===== src/hdl/rbls_pkg.sv =====
// Shared types, codes and helper functions of the ranked box list unit.
// Used by the slot evaluator and by the top level; depends on nothing else.
`default_nettype none

package rbls_pkg;

  // Default list depth.
  localparam int unsigned SLOTS_DEF = 8;

  // Field widths fixed by the interface.
  localparam int unsigned POS_W       = 10;
  localparam int unsigned SIDE_W      = 10;
  localparam int unsigned ORIENT_W    = 3;
  localparam int unsigned SCORE_W     = 32;
  localparam int unsigned VOX_W       = 24;
  localparam int unsigned IDX_W       = 3;
  localparam int unsigned KIND_W      = 2;
  localparam int unsigned STATUS_W    = 3;
  localparam int unsigned IN_TDATA_W  = 96;
  localparam int unsigned OUT_TDATA_W = 72;
  localparam int unsigned ADDR_W      = 4;
  localparam int unsigned DATA_W      = 32;

  // Request kinds carried in the input tuser.
  typedef enum logic [KIND_W-1:0] {
    KIND_OFFER = 2'd0,
    KIND_READ  = 2'd1,
    KIND_CLEAR = 2'd2,
    KIND_NOP   = 2'd3
  } kind_e;

  // Result status codes.
  localparam logic [STATUS_W-1:0] ST_BELOW        = 3'd0;
  localparam logic [STATUS_W-1:0] ST_NOT_BETTER   = 3'd1;
  localparam logic [STATUS_W-1:0] ST_OVERLAP_KEPT = 3'd2;
  localparam logic [STATUS_W-1:0] ST_INSERTED     = 3'd3;
  localparam logic [STATUS_W-1:0] ST_DONE         = 3'd4;

  // Configuration register indexes.
  localparam logic [1:0] REG_SIDE_A     = 2'd0;
  localparam logic [1:0] REG_SIDE_B     = 2'd1;
  localparam logic [1:0] REG_SIDE_C     = 2'd2;
  localparam logic [1:0] REG_MIN_VOXELS = 2'd3;

  // Orientation modes: side lengths along x, y, z.
  localparam logic [ORIENT_W-1:0] ORI_ABC = 3'd0;
  localparam logic [ORIENT_W-1:0] ORI_ACB = 3'd1;
  localparam logic [ORIENT_W-1:0] ORI_BAC = 3'd2;
  localparam logic [ORIENT_W-1:0] ORI_BCA = 3'd3;
  localparam logic [ORIENT_W-1:0] ORI_CAB = 3'd4;
  localparam logic [ORIENT_W-1:0] ORI_CBA = 3'd5;

  // Sequencer states.
  typedef enum logic [3:0] {
    S_IDLE,
    S_SC_RD,
    S_SC_EV,
    S_SH_RD,
    S_SH_WR,
    S_INS,
    S_RD_RD,
    S_RD_EV,
    S_RESP
  } state_e;

  // Configured side lengths.
  typedef struct packed {
    logic [SIDE_W-1:0] a;
    logic [SIDE_W-1:0] b;
    logic [SIDE_W-1:0] c;
  } side_cfg_t;

  // Side lengths along the three axes.
  typedef struct packed {
    logic [SIDE_W-1:0] sx;
    logic [SIDE_W-1:0] sy;
    logic [SIDE_W-1:0] sz;
  } sides_t;

  // One list entry without its orientation.
  typedef struct packed {
    logic [SCORE_W-1:0] score;
    logic [POS_W-1:0]   z;
    logic [POS_W-1:0]   y;
    logic [POS_W-1:0]   x;
  } entry_t;

  // Candidate box held during an offer.
  typedef struct packed {
    logic [SCORE_W-1:0]  score;
    logic [ORIENT_W-1:0] orient;
    logic [POS_W-1:0]    z;
    logic [POS_W-1:0]    y;
    logic [POS_W-1:0]    x;
  } cand_t;

  // Result word payload, packed with the slot in the lowest bits.
  typedef struct packed {
    logic [SCORE_W-1:0]  score;
    logic [ORIENT_W-1:0] orient;
    logic [POS_W-1:0]    z;
    logic [POS_W-1:0]    y;
    logic [POS_W-1:0]    x;
    logic [IDX_W-1:0]    slot;
  } result_t;

  // Outcome of comparing the candidate against one slot.
  typedef struct packed {
    logic beats;
    logic touches;
  } eval_t;

  // Side lengths for an orientation mode; modes six and seven give zero sides.
  function automatic sides_t sides_of(input logic [ORIENT_W-1:0] mode,
                                      input side_cfg_t cfg);
    sides_t s;
    case (mode)
      ORI_ABC: s = '{sx: cfg.a, sy: cfg.b, sz: cfg.c};
      ORI_ACB: s = '{sx: cfg.a, sy: cfg.c, sz: cfg.b};
      ORI_BAC: s = '{sx: cfg.b, sy: cfg.a, sz: cfg.c};
      ORI_BCA: s = '{sx: cfg.b, sy: cfg.c, sz: cfg.a};
      ORI_CAB: s = '{sx: cfg.c, sy: cfg.a, sz: cfg.b};
      ORI_CBA: s = '{sx: cfg.c, sy: cfg.b, sz: cfg.a};
      default: s = '0;
    endcase
    return s;
  endfunction

  // True when two intervals on one axis overlap or touch.
  function automatic logic axis_touch(input logic [POS_W-1:0]  stored,
                                      input logic [POS_W-1:0]  cand,
                                      input logic [SIDE_W-1:0] stored_len,
                                      input logic [SIDE_W-1:0] cand_len);
    logic res;
    if (stored < cand) begin
      res = (cand - stored) <= stored_len;
    end else begin
      res = (stored - cand) <= cand_len;
    end
    return res;
  endfunction

endpackage

`default_nettype wire


===== src/hdl/rbls_box_eval.sv =====
// Shared slot evaluator: score compare and box overlap test for one slot.
// Depends on rbls_pkg for the entry types and the geometry helpers.
`default_nettype none

module rbls_box_eval (
  input  rbls_pkg::side_cfg_t             cfg_i,
  input  rbls_pkg::cand_t                 cand_i,
  input  rbls_pkg::entry_t                entry_i,
  input  logic [rbls_pkg::ORIENT_W-1:0]   entry_orient_i,
  output rbls_pkg::eval_t                 eval_o
);

  rbls_pkg::sides_t cand_sides;
  rbls_pkg::sides_t entry_sides;

  // Side lengths of both boxes from their orientation modes.
  assign cand_sides  = rbls_pkg::sides_of(cand_i.orient, cfg_i);
  assign entry_sides = rbls_pkg::sides_of(entry_orient_i, cfg_i);

  // The candidate beats the slot on a strictly larger score; boxes that
  // touch on every axis count as overlapping.
  always_comb begin
    eval_o.beats   = cand_i.score > entry_i.score;
    eval_o.touches =
      rbls_pkg::axis_touch(entry_i.x, cand_i.x, entry_sides.sx, cand_sides.sx) &&
      rbls_pkg::axis_touch(entry_i.y, cand_i.y, entry_sides.sy, cand_sides.sy) &&
      rbls_pkg::axis_touch(entry_i.z, cand_i.z, entry_sides.sz, cand_sides.sz);
  end

endmodule

`default_nettype wire


===== src/hdl/ranked_box_list_overlap_suppress_unit.sv =====
// Top level of the ranked box list unit: sequencer, list memory, APB registers.
// Depends on rbls_pkg and instantiates rbls_box_eval.
//
// The unit keeps a score-ordered list of SLOTS boxes in a memory with one read
// and one write port, and handles one request word at a time. An offer scans
// the list with one memory read and one pass through the shared slot evaluator
// per slot; a kept offer then shifts entries down one at a time and writes the
// candidate in. An offer below the voxel threshold, a clear or an unused kind
// goes straight to the result, and a slot read does one memory read first. A
// finished result sits in an output register, so the next request is taken
// while the previous result waits. Clearing the list is done at once through
// per-slot valid bits; no clearing pass follows reset.
`default_nettype none

module ranked_box_list_overlap_suppress_unit #(
  parameter int unsigned SLOTS = rbls_pkg::SLOTS_DEF
) (
  input  logic                                clk_i,
  input  logic                                rst_ni,
  // Request stream. tdata from bit 0: pos_x, pos_y, pos_z, orient, score,
  // voxel_count, slot_index, zero fill. tuser: kind.
  input  logic                                s_axis_tvalid,
  output logic                                s_axis_tready,
  input  logic [rbls_pkg::IN_TDATA_W-1:0]     s_axis_tdata,
  input  logic [rbls_pkg::KIND_W-1:0]         s_axis_tuser,
  // Result stream. tdata from bit 0: slot, entry_x, entry_y, entry_z,
  // entry_orient, entry_score, zero fill. tuser: status.
  output logic                                m_axis_tvalid,
  input  logic                                m_axis_tready,
  output logic [rbls_pkg::OUT_TDATA_W-1:0]    m_axis_tdata,
  output logic [rbls_pkg::STATUS_W-1:0]       m_axis_tuser,
  // Configuration port.
  input  logic                                psel,
  input  logic                                penable,
  input  logic                                pwrite,
  input  logic [rbls_pkg::ADDR_W-1:0]         paddr,
  input  logic [rbls_pkg::DATA_W-1:0]         pwdata,
  output logic [rbls_pkg::DATA_W-1:0]         prdata,
  output logic                                pready
);

  localparam int unsigned AW   = (SLOTS > 1) ? $clog2(SLOTS) : 1;
  localparam int unsigned IW   = rbls_pkg::IDX_W;
  localparam logic [AW-1:0] LAST = AW'(SLOTS - 1);

  // ---------------------------------------------------------------------
  // Configuration registers
  // ---------------------------------------------------------------------
  logic [rbls_pkg::SIDE_W-1:0] side_a_q, side_b_q, side_c_q;
  logic [rbls_pkg::VOX_W-1:0]  min_voxels_q;
  logic                        cfg_wr;
  rbls_pkg::side_cfg_t         side_cfg;

  assign pready = 1'b1;
  assign cfg_wr = psel && penable && pwrite;
  assign side_cfg = '{a: side_a_q, b: side_b_q, c: side_c_q};

  // Register writes on the access cycle.
  always_ff @(posedge clk_i or negedge rst_ni) begin
    if (!rst_ni) begin
      side_a_q     <= rbls_pkg::SIDE_W'(1);
      side_b_q     <= rbls_pkg::SIDE_W'(1);
      side_c_q     <= rbls_pkg::SIDE_W'(1);
      min_voxels_q <= '0;
    end else if (cfg_wr) begin
      case (paddr[3:2])
        rbls_pkg::REG_SIDE_A:     side_a_q     <= pwdata[rbls_pkg::SIDE_W-1:0];
        rbls_pkg::REG_SIDE_B:     side_b_q     <= pwdata[rbls_pkg::SIDE_W-1:0];
        rbls_pkg::REG_SIDE_C:     side_c_q     <= pwdata[rbls_pkg::SIDE_W-1:0];
        rbls_pkg::REG_MIN_VOXELS: min_voxels_q <= pwdata[rbls_pkg::VOX_W-1:0];
        default: ;
      endcase
    end
  end

  // Register read-back.
  always_comb begin
    case (paddr[3:2])
      rbls_pkg::REG_SIDE_A:     prdata = rbls_pkg::DATA_W'(side_a_q);
      rbls_pkg::REG_SIDE_B:     prdata = rbls_pkg::DATA_W'(side_b_q);
      rbls_pkg::REG_SIDE_C:     prdata = rbls_pkg::DATA_W'(side_c_q);
      rbls_pkg::REG_MIN_VOXELS: prdata = rbls_pkg::DATA_W'(min_voxels_q);
      default:                  prdata = '0;
    endcase
  end

  // ---------------------------------------------------------------------
  // Request word fields
  // ---------------------------------------------------------------------
  rbls_pkg::kind_e             in_kind;
  rbls_pkg::cand_t             in_cand;
  logic [rbls_pkg::VOX_W-1:0]  in_vox;
  logic [IW-1:0]               in_slot_idx;
  logic                        in_range;
  logic                        in_acc;

  assign in_kind       = rbls_pkg::kind_e'(s_axis_tuser);
  assign in_cand.x      = s_axis_tdata[9:0];
  assign in_cand.y      = s_axis_tdata[19:10];
  assign in_cand.z      = s_axis_tdata[29:20];
  assign in_cand.orient = s_axis_tdata[32:30];
  assign in_cand.score  = s_axis_tdata[64:33];
  assign in_vox         = s_axis_tdata[88:65];
  assign in_slot_idx    = s_axis_tdata[91:89];
  assign in_range       = 32'(in_slot_idx) < SLOTS;
  assign in_acc         = s_axis_tvalid && s_axis_tready;

  // ---------------------------------------------------------------------
  // Sequencer registers
  // ---------------------------------------------------------------------
  rbls_pkg::state_e state_q, state_d;
  logic [AW-1:0]    k_q;
  logic             beat_found_q, beat_found_d;
  logic [AW-1:0]    beat_q, beat_d;
  logic             ov_found_q, ov_found_d;
  logic [AW-1:0]    ov_q, ov_d;
  rbls_pkg::cand_t  cand_q;
  logic [IW-1:0]    si_q;

  // List memory and its valid bits; orientations survive a clear.
  rbls_pkg::entry_t                data_mem   [SLOTS];
  logic [rbls_pkg::ORIENT_W-1:0]   orient_mem [SLOTS];
  logic [SLOTS-1:0]                dvld_q;
  logic [SLOTS-1:0]                ovld_q;
  rbls_pkg::entry_t                rd_data_q;
  logic [rbls_pkg::ORIENT_W-1:0]   rd_orient_q;
  logic                            rd_dvld_q, rd_ovld_q;
  rbls_pkg::entry_t                ent_data;
  logic [rbls_pkg::ORIENT_W-1:0]   ent_orient;

  // Memory port control.
  logic [AW-1:0]                   rd_addr;
  logic                            wr_en;
  logic [AW-1:0]                   wr_addr;
  rbls_pkg::entry_t                wr_data;
  logic [rbls_pkg::ORIENT_W-1:0]   wr_orient;
  logic                            list_clear;

  // Result holding and output registers.
  logic [rbls_pkg::STATUS_W-1:0]   res_status_q;
  rbls_pkg::result_t               res_q;
  logic [rbls_pkg::STATUS_W-1:0]   out_status_q;
  rbls_pkg::result_t               out_q;
  logic                            out_vld_q;
  logic                            out_free;

  rbls_pkg::eval_t                 ev;

  // Slots never written read as zero; cleared slots read zero corners and scores.
  assign ent_data   = rd_dvld_q ? rd_data_q : '0;
  assign ent_orient = rd_ovld_q ? rd_orient_q : '0;

  // One evaluator serves every slot in turn.
  rbls_box_eval u_eval (
    .cfg_i          (side_cfg),
    .cand_i         (cand_q),
    .entry_i        (ent_data),
    .entry_orient_i (ent_orient),
    .eval_o         (ev)
  );

  // Scan bookkeeping: first beaten slot and first overlapping slot before the last.
  always_comb begin
    beat_found_d = beat_found_q;
    beat_d       = beat_q;
    ov_found_d   = ov_found_q;
    ov_d         = ov_q;
    if (state_q == rbls_pkg::S_SC_EV) begin
      if (!beat_found_q && ev.beats) begin
        beat_found_d = 1'b1;
        beat_d       = k_q;
      end
      if (!ov_found_q && ev.touches && (k_q != LAST)) begin
        ov_found_d = 1'b1;
        ov_d       = k_q;
      end
    end
  end

  // Next state.
  always_comb begin
    state_d = state_q;
    case (state_q)
      rbls_pkg::S_IDLE: begin
        if (s_axis_tvalid) begin
          case (in_kind)
            rbls_pkg::KIND_OFFER:
              state_d = (in_vox <= min_voxels_q) ? rbls_pkg::S_RESP : rbls_pkg::S_SC_RD;
            rbls_pkg::KIND_READ:
              state_d = in_range ? rbls_pkg::S_RD_RD : rbls_pkg::S_RESP;
            default:
              state_d = rbls_pkg::S_RESP;
          endcase
        end
      end
      rbls_pkg::S_SC_RD: state_d = rbls_pkg::S_SC_EV;
      rbls_pkg::S_SC_EV: begin
        if (k_q != LAST) begin
          state_d = rbls_pkg::S_SC_RD;
        end else if (!beat_found_d || (ov_d < beat_d)) begin
          state_d = rbls_pkg::S_RESP;
        end else if (ov_d > beat_d) begin
          state_d = rbls_pkg::S_SH_RD;
        end else begin
          state_d = rbls_pkg::S_INS;
        end
      end
      rbls_pkg::S_SH_RD: state_d = rbls_pkg::S_SH_WR;
      rbls_pkg::S_SH_WR:
        state_d = (AW'(k_q - 1'b1) == beat_q) ? rbls_pkg::S_INS : rbls_pkg::S_SH_RD;
      rbls_pkg::S_INS:   state_d = rbls_pkg::S_RESP;
      rbls_pkg::S_RD_RD: state_d = rbls_pkg::S_RD_EV;
      rbls_pkg::S_RD_EV: state_d = rbls_pkg::S_RESP;
      rbls_pkg::S_RESP:  if (out_free) state_d = rbls_pkg::S_IDLE;
      default:           state_d = rbls_pkg::S_IDLE;
    endcase
  end

  // Handshake and memory port control.
  always_comb begin
    s_axis_tready = (state_q == rbls_pkg::S_IDLE);
    out_free      = !out_vld_q || m_axis_tready;
    list_clear    = in_acc && (in_kind == rbls_pkg::KIND_CLEAR);
    rd_addr       = k_q;
    wr_en         = 1'b0;
    wr_addr       = k_q;
    wr_data       = ent_data;
    wr_orient     = ent_orient;
    case (state_q)
      rbls_pkg::S_SH_RD: rd_addr = AW'(k_q - 1'b1);
      rbls_pkg::S_RD_RD: rd_addr = AW'(si_q);
      rbls_pkg::S_SH_WR: wr_en = 1'b1;
      rbls_pkg::S_INS: begin
        wr_en     = 1'b1;
        wr_addr   = beat_q;
        wr_data   = '{score: cand_q.score, z: cand_q.z, y: cand_q.y, x: cand_q.x};
        wr_orient = cand_q.orient;
      end
      default: ;
    endcase
  end

  // List memory: one write and one registered read per cycle.
  always_ff @(posedge clk_i) begin
    if (wr_en) begin
      data_mem[wr_addr]   <= wr_data;
      orient_mem[wr_addr] <= wr_orient;
    end
    rd_data_q   <= data_mem[rd_addr];
    rd_orient_q <= orient_mem[rd_addr];
  end

  // Valid bits: reset empties everything, a clear empties corners and scores.
  always_ff @(posedge clk_i or negedge rst_ni) begin
    if (!rst_ni) begin
      dvld_q    <= '0;
      ovld_q    <= '0;
      rd_dvld_q <= 1'b0;
      rd_ovld_q <= 1'b0;
    end else begin
      if (list_clear) begin
        dvld_q <= '0;
      end else if (wr_en) begin
        dvld_q[wr_addr] <= 1'b1;
      end
      if (wr_en) begin
        ovld_q[wr_addr] <= 1'b1;
      end
      rd_dvld_q <= dvld_q[rd_addr];
      rd_ovld_q <= ovld_q[rd_addr];
    end
  end

  // Control state.
  always_ff @(posedge clk_i or negedge rst_ni) begin
    if (!rst_ni) begin
      state_q      <= rbls_pkg::S_IDLE;
      k_q          <= '0;
      beat_found_q <= 1'b0;
      beat_q       <= '0;
      ov_found_q   <= 1'b0;
      ov_q         <= LAST;
      out_vld_q    <= 1'b0;
    end else begin
      state_q <= state_d;
      case (state_q)
        rbls_pkg::S_IDLE: begin
          k_q          <= '0;
          beat_found_q <= 1'b0;
          ov_found_q   <= 1'b0;
          ov_q         <= LAST;
        end
        rbls_pkg::S_SC_EV: begin
          beat_found_q <= beat_found_d;
          beat_q       <= beat_d;
          ov_found_q   <= ov_found_d;
          ov_q         <= ov_d;
          // At the end of the scan the counter moves to the last slot to fill.
          k_q <= (k_q != LAST) ? AW'(k_q + 1'b1) : ov_d;
        end
        rbls_pkg::S_SH_WR: k_q <= AW'(k_q - 1'b1);
        default: ;
      endcase
      if (state_q == rbls_pkg::S_RESP && out_free) begin
        out_vld_q <= 1'b1;
      end else if (m_axis_tready) begin
        out_vld_q <= 1'b0;
      end
    end
  end

  // Candidate, pending result and output word.
  always_ff @(posedge clk_i) begin
    case (state_q)
      rbls_pkg::S_IDLE: begin
        if (in_acc) begin
          cand_q       <= in_cand;
          si_q         <= in_slot_idx;
          res_q        <= '0;
          res_status_q <= (in_kind == rbls_pkg::KIND_OFFER) ? rbls_pkg::ST_BELOW
                                                            : rbls_pkg::ST_DONE;
          if (in_kind == rbls_pkg::KIND_READ) begin
            res_q.slot <= in_slot_idx;
          end
        end
      end
      rbls_pkg::S_SC_EV: begin
        if (k_q == LAST) begin
          res_status_q <= beat_found_d ? rbls_pkg::ST_OVERLAP_KEPT
                                       : rbls_pkg::ST_NOT_BETTER;
        end
      end
      rbls_pkg::S_INS: begin
        res_status_q <= rbls_pkg::ST_INSERTED;
        res_q.slot   <= IW'(beat_q);
      end
      rbls_pkg::S_RD_EV: begin
        res_q.x      <= ent_data.x;
        res_q.y      <= ent_data.y;
        res_q.z      <= ent_data.z;
        res_q.score  <= ent_data.score;
        res_q.orient <= ent_orient;
      end
      rbls_pkg::S_RESP: begin
        if (out_free) begin
          out_q        <= res_q;
          out_status_q <= res_status_q;
        end
      end
      default: ;
    endcase
  end

  assign m_axis_tvalid = out_vld_q;
  assign m_axis_tdata  = {(rbls_pkg::OUT_TDATA_W - $bits(rbls_pkg::result_t))'(0), out_q};
  assign m_axis_tuser  = out_status_q;

  // ---------------------------------------------------------------------
  // Assertions
  // ---------------------------------------------------------------------

  // A shift only ever writes below the slot the candidate goes into.
  a_shift_below_insert: assert property (@(posedge clk_i) disable iff (!rst_ni)
    (state_q == rbls_pkg::S_SH_WR) |-> (k_q > beat_q))
    else $error("shift writes at or above the insert slot");

  // An insert always reports itself in the pending result.
  a_insert_status: assert property (@(posedge clk_i) disable iff (!rst_ni)
    (state_q == rbls_pkg::S_INS) |=> (res_status_q == rbls_pkg::ST_INSERTED))
    else $error("insert not reported as inserted");

  // A shift pass is entered only with an overlap slot past the insert slot.
  a_shift_entry: assert property (@(posedge clk_i) disable iff (!rst_ni)
    (state_q == rbls_pkg::S_SC_EV && state_d == rbls_pkg::S_SH_RD) |=>
      (beat_found_q && (k_q > beat_q)))
    else $error("shift pass entered without a valid insert slot");

endmodule

`default_nettype wire


===== config.mk =====
export PLATFORM = sky130hd
export DESIGN_NAME = ranked_box_list_overlap_suppress_unit
export DESIGN_NICKNAME = d
export VERILOG_FILES = /design/src/hdl/rbls_pkg.sv /design/src/hdl/rbls_box_eval.sv /design/src/hdl/ranked_box_list_overlap_suppress_unit.sv
export SDC_FILE = /design/constraint.sdc
export NUM_CORES = 1
export LEC_CHECK = 0
export ABC_AREA = 1
export BUFFER_PORTS_ARGS = -buffer_cell sky130_fd_sc_hd__buf_2
export CORE_MARGIN = 1
export CORE_UTILIZATION = 38
export CTS_CLUSTER_SIZE = 8
export DETAILED_ROUTE_END_ITERATION = 6
export PLACE_DENSITY = 0.62
export SYNTH_ARGS = -nofsm -noshare
export SYNTH_HDL_FRONTEND = slang
export SYNTH_SLANG_ARGS = --single-unit
export TNS_END_PERCENT = 20

===== constraint.sdc =====
create_clock -name clk_i -period 7 [get_ports clk_i]
set_input_delay 0.35 -clock clk_i [delete_from_list [all_inputs] [get_ports clk_i]]
set_output_delay 0.35 -clock clk_i [all_outputs]
set_load 0.05 [all_outputs]

Yosys cells after proc, flatten, opt, wreduce, memory -nomap -nowiden
Memory sizes are Yosys's and may differ from the RTL's. A register that Yosys moved wholly into a read port is not among the register bits.
Cells that the tools add are included.
{"block": "word_totals", "in_bits": 141, "n_memories": 2, "reg_bits": 298, "mem_bits_rw": 520, "word_cells": 191}
{"block": "op_classes", "n_reduce_logical": 42, "mux": 55, "magnitude_cmp": 16, "n_eq_ne": 31, "bitwise": 2, "add_sub_neg": 8}
{"name": "data_mem", "depth": 8, "word_bits": 62, "read_ports": 1, "rd_ports_with_merged_regs": 1, "wr": 1, "line_no": "ranked_box_list_overlap_suppress_unit.sv:121", "source": "rbls_pkg::entry_t data_mem [SLOTS];"}
{"name": "orient_mem", "depth": 8, "word_bits": 3, "read_ports": 1, "rd_ports_with_merged_regs": 1, "wr": 1, "line_no": "ranked_box_list_overlap_suppress_unit.sv:122", "source": "logic [rbls_pkg::ORIENT_W-1:0] orient_mem [SLOTS];"}
{"cell": "$pmux 30 s6", "count": 2}
{"cell": "$pmux 65 s2", "count": 1}
{"cell": "$pmux 32 s4", "count": 1}
{"cell": "$mux 62", "count": 2}
{"cell": "$mux 68", "count": 1}
{"cell": "$le 10x10->1", "count": 6}
{"cell": "$sub 10x10->10", "count": 6}
{"cell": "$mux 3", "count": 14}
{"cell": "$gt 32x32->1", "count": 1}
{"cell": "$pmux 4 s8", "count": 1}
{"cell": "$lt 10x10->1", "count": 3}
{"cell": "$le 24x24->1", "count": 1}
{"cell": "$mux 4", "count": 5}
{"cell": "$reduce_and 2->1", "count": 10}
{"cell": "$pmux 3 s2", "count": 3}
{"cell": "$pmux 3 s3", "count": 2}
{"cell": "$eq 4x3->1 const B", "count": 4}
{"cell": "$mux 8", "count": 2}
{"cell": "$or 8x8->8", "count": 2}
{"cell": "$eq 3x3->1 const B", "count": 5}
{"cell": "$mux 1", "count": 14}
{"cell": "$eq 3x2->1 const B", "count": 4}
{"cell": "$logic_and 1x1->1", "count": 11}
{"cell": "$reduce_bool 2->1", "count": 5}
{"cell": "other kinds (29)", "count": 48}

Logic depth before layout (Yosys ltp)
{"block": "depth", "ltp_word": 16, "mapped_depth": 36}

By module
A second synthesis with hierarchy kept.
{"block": "unflattened", "hier_cells": 4271, "area_unflattened_um2": 42448.2}
{"mod": "ranked_box_list_overlap_suppress_unit", "area_each_um2": 36447.5, "n_inst": 1, "cells_each": 3332}
{"mod": "rbls_box_eval", "area_each_um2": 6000.8, "n_inst": 1, "cells_each": 939}

Worst setup path before layout
No wires, ideal clock.
{"block": "synth_path", "kind": "reg2reg", "from": "register state_q[3]", "to": "register res_q[10] (netlist name), enable pin", "stages_incl_launch_ff": 8, "n_path_buf": 0, "setup_ns": 0.425, "period_less_slack_ns": 6.807, "t_arrival_ns": 6.382, "setup_slack_ns": 0.193, "cell_sequence": "dfrtp_1 > nor2_2 > inv_2 > nor2_1 > inv_2 > nor2_1 > inv_1 > nand2_1"}
{"block": "synth_via", "elab_chain_len": 4, "elab_cells_between_ends": 6, "classes_between": "eq/ne (2); reduce/logical (4)"}
{"item": "start, declared", "line_no": "ranked_box_list_overlap_suppress_unit.sv:111", "source": "rbls_pkg::state_e state_q, state_d;"}
{"item": "start signal, assigned", "line_no": "ranked_box_list_overlap_suppress_unit.sv:277", "source": "state_q <= rbls_pkg::S_IDLE;"}
{"item": "start signal, assigned", "line_no": "ranked_box_list_overlap_suppress_unit.sv:285", "source": "state_q <= state_d;"}
{"item": "$logic_not 4->1 (*)", "line_no": "ranked_box_list_overlap_suppress_unit.sv:221", "source": "s_axis_tready = (state_q == rbls_pkg::S_IDLE);"}
{"item": "net s_axis_tready", "line_no": "ranked_box_list_overlap_suppress_unit.sv:23", "source": "output logic s_axis_tready,"}
{"item": "$logic_and 1x1->1", "line_no": "ranked_box_list_overlap_suppress_unit.sv:106", "source": "assign in_acc = s_axis_tvalid && s_axis_tready;"}
{"item": "$ne 2x1->1 (no line)"}
{"item": "$reduce_and 2->1 (no line) (*)"}
{"item": "end, declared", "line_no": "ranked_box_list_overlap_suppress_unit.sv:141", "source": "rbls_pkg::result_t res_q;"}
Mark *: on every way through the listed nets, which the timed path passes. The rest lies on a longest branch.
A chain may end at the register's enable or synchronous reset.

==> impl_metrics.tcl <==
set metrics [dict create \
    grt_usage_pct 19.5 \
    reg2reg_from "rd_dvld_q$_DFF_PN0_" \
    slowest_stage "dfrtp_2" \
    cp_common_cell "nand2_1" \
    cts_num_sinks 883 \
    async_reset_ff_share_pct 9.97 \
    tritoncts "built" \
    first_iter_violations 2134 \
    vias 27300 \
    setup_tns_ps 0 \
    final_cell_mix "edfxtp_1 (730), nor2_1 (661), nand2_1 (450), o21ai_0 (392), inv_1 (258)" \
    vias_per_cell 5.07 \
    dpl_worst_slack_ps 1700 \
    p_leak_nw 18.3 \
    fin_area_um2 46800 \
    reg2reg_setup_slack_ps 1660 \
    synth_top_area_share_pct 55.4 \
    clockBufferDepth 3 \
    r2r_cells 31 \
    synthToLayoutAreaGrowth_pct 18.2 \
    synth-edff-count 730 \
    synthFlopType "edfxtp_1" \
    ys.warnings.count 0 \
    hold_violations 0 \
    fin_skew_ps 28.2 \
    required_ps 7620 \
    netlist_instances 3597 \
    crit_start "rd_dvld_q$_DFF_PN0_" \
    setup_ws_ps 1660 \
    endpoint "state_q[3]$_DFFE_PN0P_" \
    die-area_um2 106000 \
    rsz0062_at_grt "false" \
    synthTopCellsByArea "edfxtp_1 (55%), nor2_1 (6.4%), ha_1 (5.8%), dfrtp_1 (5.2%), o21ai_0 (5.0%)" \
    yosys.area.top_type "edfxtp_1" \
    min_path_type "primary input to flip-flop" \
    die_x_um 325 \
    period_share_pct 76.3 \
    worstPathMaxFanout 37 \
    wl_per_cell_um 19.2 \
    crit_path_start_kind "flip-flop" \
    ys_seq_elements 883 \
    die_h_um 325 \
    vdd_drop_max_mv 0.268 \
    grt_max_degree 177 \
    io_buffers 223 \
    boundaryPins 251 \
    insertion_delay_ps 730 \
    final_common_cell "edfxtp_1" \
    drive_above_1_share_pct 11.7 \
    final-setup-viol-count 0 \
    fin_crit_ps 5340 \
    gp_congestion 0.935 \
    yosysSeqAreaShare_pct 64.2 \
    place_area_um2 42000 \
    ys_types 54 \
    grt_pass1_vias 27000 \
    htreeDepth 4 \
    core.rowCount 118 \
    firstDrtPassIters 5 \
    status "finished clean" \
    path_class "flip-flop to flip-flop" \
    wirelength_mm 103 \
    grt_antenna_before_repair 1 \
    overflow 0 \
    crit_path_end_kind "flip-flop" \
    min_path_cells 4 \
    max_freq_mhz 187 \
    path_clk_slew_ps 60 \
    ant_nets 0 \
    worst_slew_pin_slew_ps 1130 \
    place_hpwl_mm 63.5 \
    power_per_cell_area_nw_per_um2 467 \
    drc 0 \
    critPathMaxStageDelay_ps 730 \
    r2r-end "state_q[3]$_DFFE_PN0P_" \
    cts_root_buffer "clkbuf_16" \
    core_area_um2 103000 \
    syn_area_um2 39600 \
    start_util_pct 38.3 \
    finalMaxSlewViolations 0 \
    grt_pass1_wl_mm 159 \
    slew_headroom_pct 23.9 \
    nNetsFinal 4255 \
    cts_buffers 130 \
    crit_arrival_ps 5960 \
    maxCapViolations 0 \
    syn_avg_cell_area_um2 11.0 \
]
## report_power, final
part / internal (mW) / switching [mW] / total [mW]
clock: 3.59 / 2.30 / 5.88
sequential: 7.18 / 0.435 / 7.62
combinational: 2.58 / 5.80 / 8.37
total: 13.3 / 8.53 / 21.9
## final cells by class
cell class	count	area [um2]
antenna	1	2.50
timing repair buffer	355	2370
multi-input combinational	2278	12300
clock inverter	15	279
tap	1380	1730
clock buffer	202	3610
fill	9554	56500
sequential	883	25400
inverter	277	1050
## critical path, delay by kind of cell, from the launching register on
kind,cells,cell delay (ps)
AO/OA/AOI/OAI,5,890
XOR/XNOR,1,140
adder cells (fa/ha/maj),3,830
buffers and inverters,5,950
flip-flops,1,730
AND/OR/NAND/NOR,17,1680
## synth_stat cells (16+ instances only)
master and count:
o22ai_1 111, dfxtp_1 65, inv_1 258, nand3_1 45
edfxtp_1 730, buf_4 21, a21oi_1 143, xnor2_1 17
nand2_1 452, a31oi_1 72, a221oi_1 16, xor2_1 35
nand4_1 19, clkbuf_1 81, nor2_1 671, o21ai_0 392
buf_6 21, ha_1 183, dfrtp_1 82, buf_2 42
## cells by family after synthesis
kind of cell,synth area share [%]
and+or+nand+nor,12.2
AOI/OAI and AO/OA,11.4
other,0.0190
adders and majority gates,6.09
xor gates and xnor gates,1.15
DFF,64.2
buffers and inverters,4.97
## through the flow
step / instances / power, mW / hold slack [ps] / util (%)
2_1_floorplan: 3608 / 13.8 / 54.4 / -
5_1_grt: 5391 / 23.4 / 84.3 / 45.3
6_report: 5391 / 21.9 / 81.9 / 45.3
3_3_place_gp: 5078 / 15.9 / 348 / 40.6
4_1_cts: 5390 / 22.1 / 36.7 / 45.3
3_5_place_dp: 5078 / 16.1 / 363 / 40.6
## layer usage
metal | vias to the layer above | share of wire [%] | global-route usage [%] | routed length [um]
met5 | - | 0 | 0 | 0
met4 | 0 | 3.0 | 7.59 | 3160
met3 | 181 | 5.4 | 3.13 | 5540
met2 | 811 | 48 | 32.3 | 49200
met1 | 13100 | 44 | 25.7 | 45500
li1 | 13200 | - | - | -
## flip-flops by register name, summed over array words and instances (netlist names), 3 cells and up
name,flops
data_mem,496
orient_mem,24
cand_q,65
side_c_q,10
side_a_q,10
side_b_q,10
res_q,68
ovld_q,8
min_voxels_q,24
state_q,4
beat_q,3
k_q,3
si_q,3
rd_data_q,62
m_axis_tdata,68
ov_q,3
res_status_q,3
m_axis_tuser,3
dvld_q,8
rd_orient_q,3
## what timing repair did
| item | CTS | global route |
|---|---|---|
| hold buffers | 95 | 0 |
| endpoints found under the hold margin | 173 | 0 |
| setup endpoints to repair | 0 | 0 |
| setup buffers | 0 | 0 |
| gates resized for setup | 0 | 0 |
## worst min path at each step
stage	to	from
4_1_cts	dvld_q[2]$_DFFE_PN0P_	s_axis_tuser[1]
3_5_place_dp	min_voxels_q[17]$_DFFE_PN0P_	rst_ni
6_report	dvld_q[2]$_DFFE_PN0P_	s_axis_tuser[1]
5_1_grt	dvld_q[2]$_DFFE_PN0P_	s_axis_tuser[1]
3_3_place_gp	min_voxels_q[17]$_DFFE_PN0P_	rst_ni
2_1_floorplan	beat_found_q$_DFFE_PN0P_	rst_ni
No activity file was read; power rests on OpenSTA's default activity.
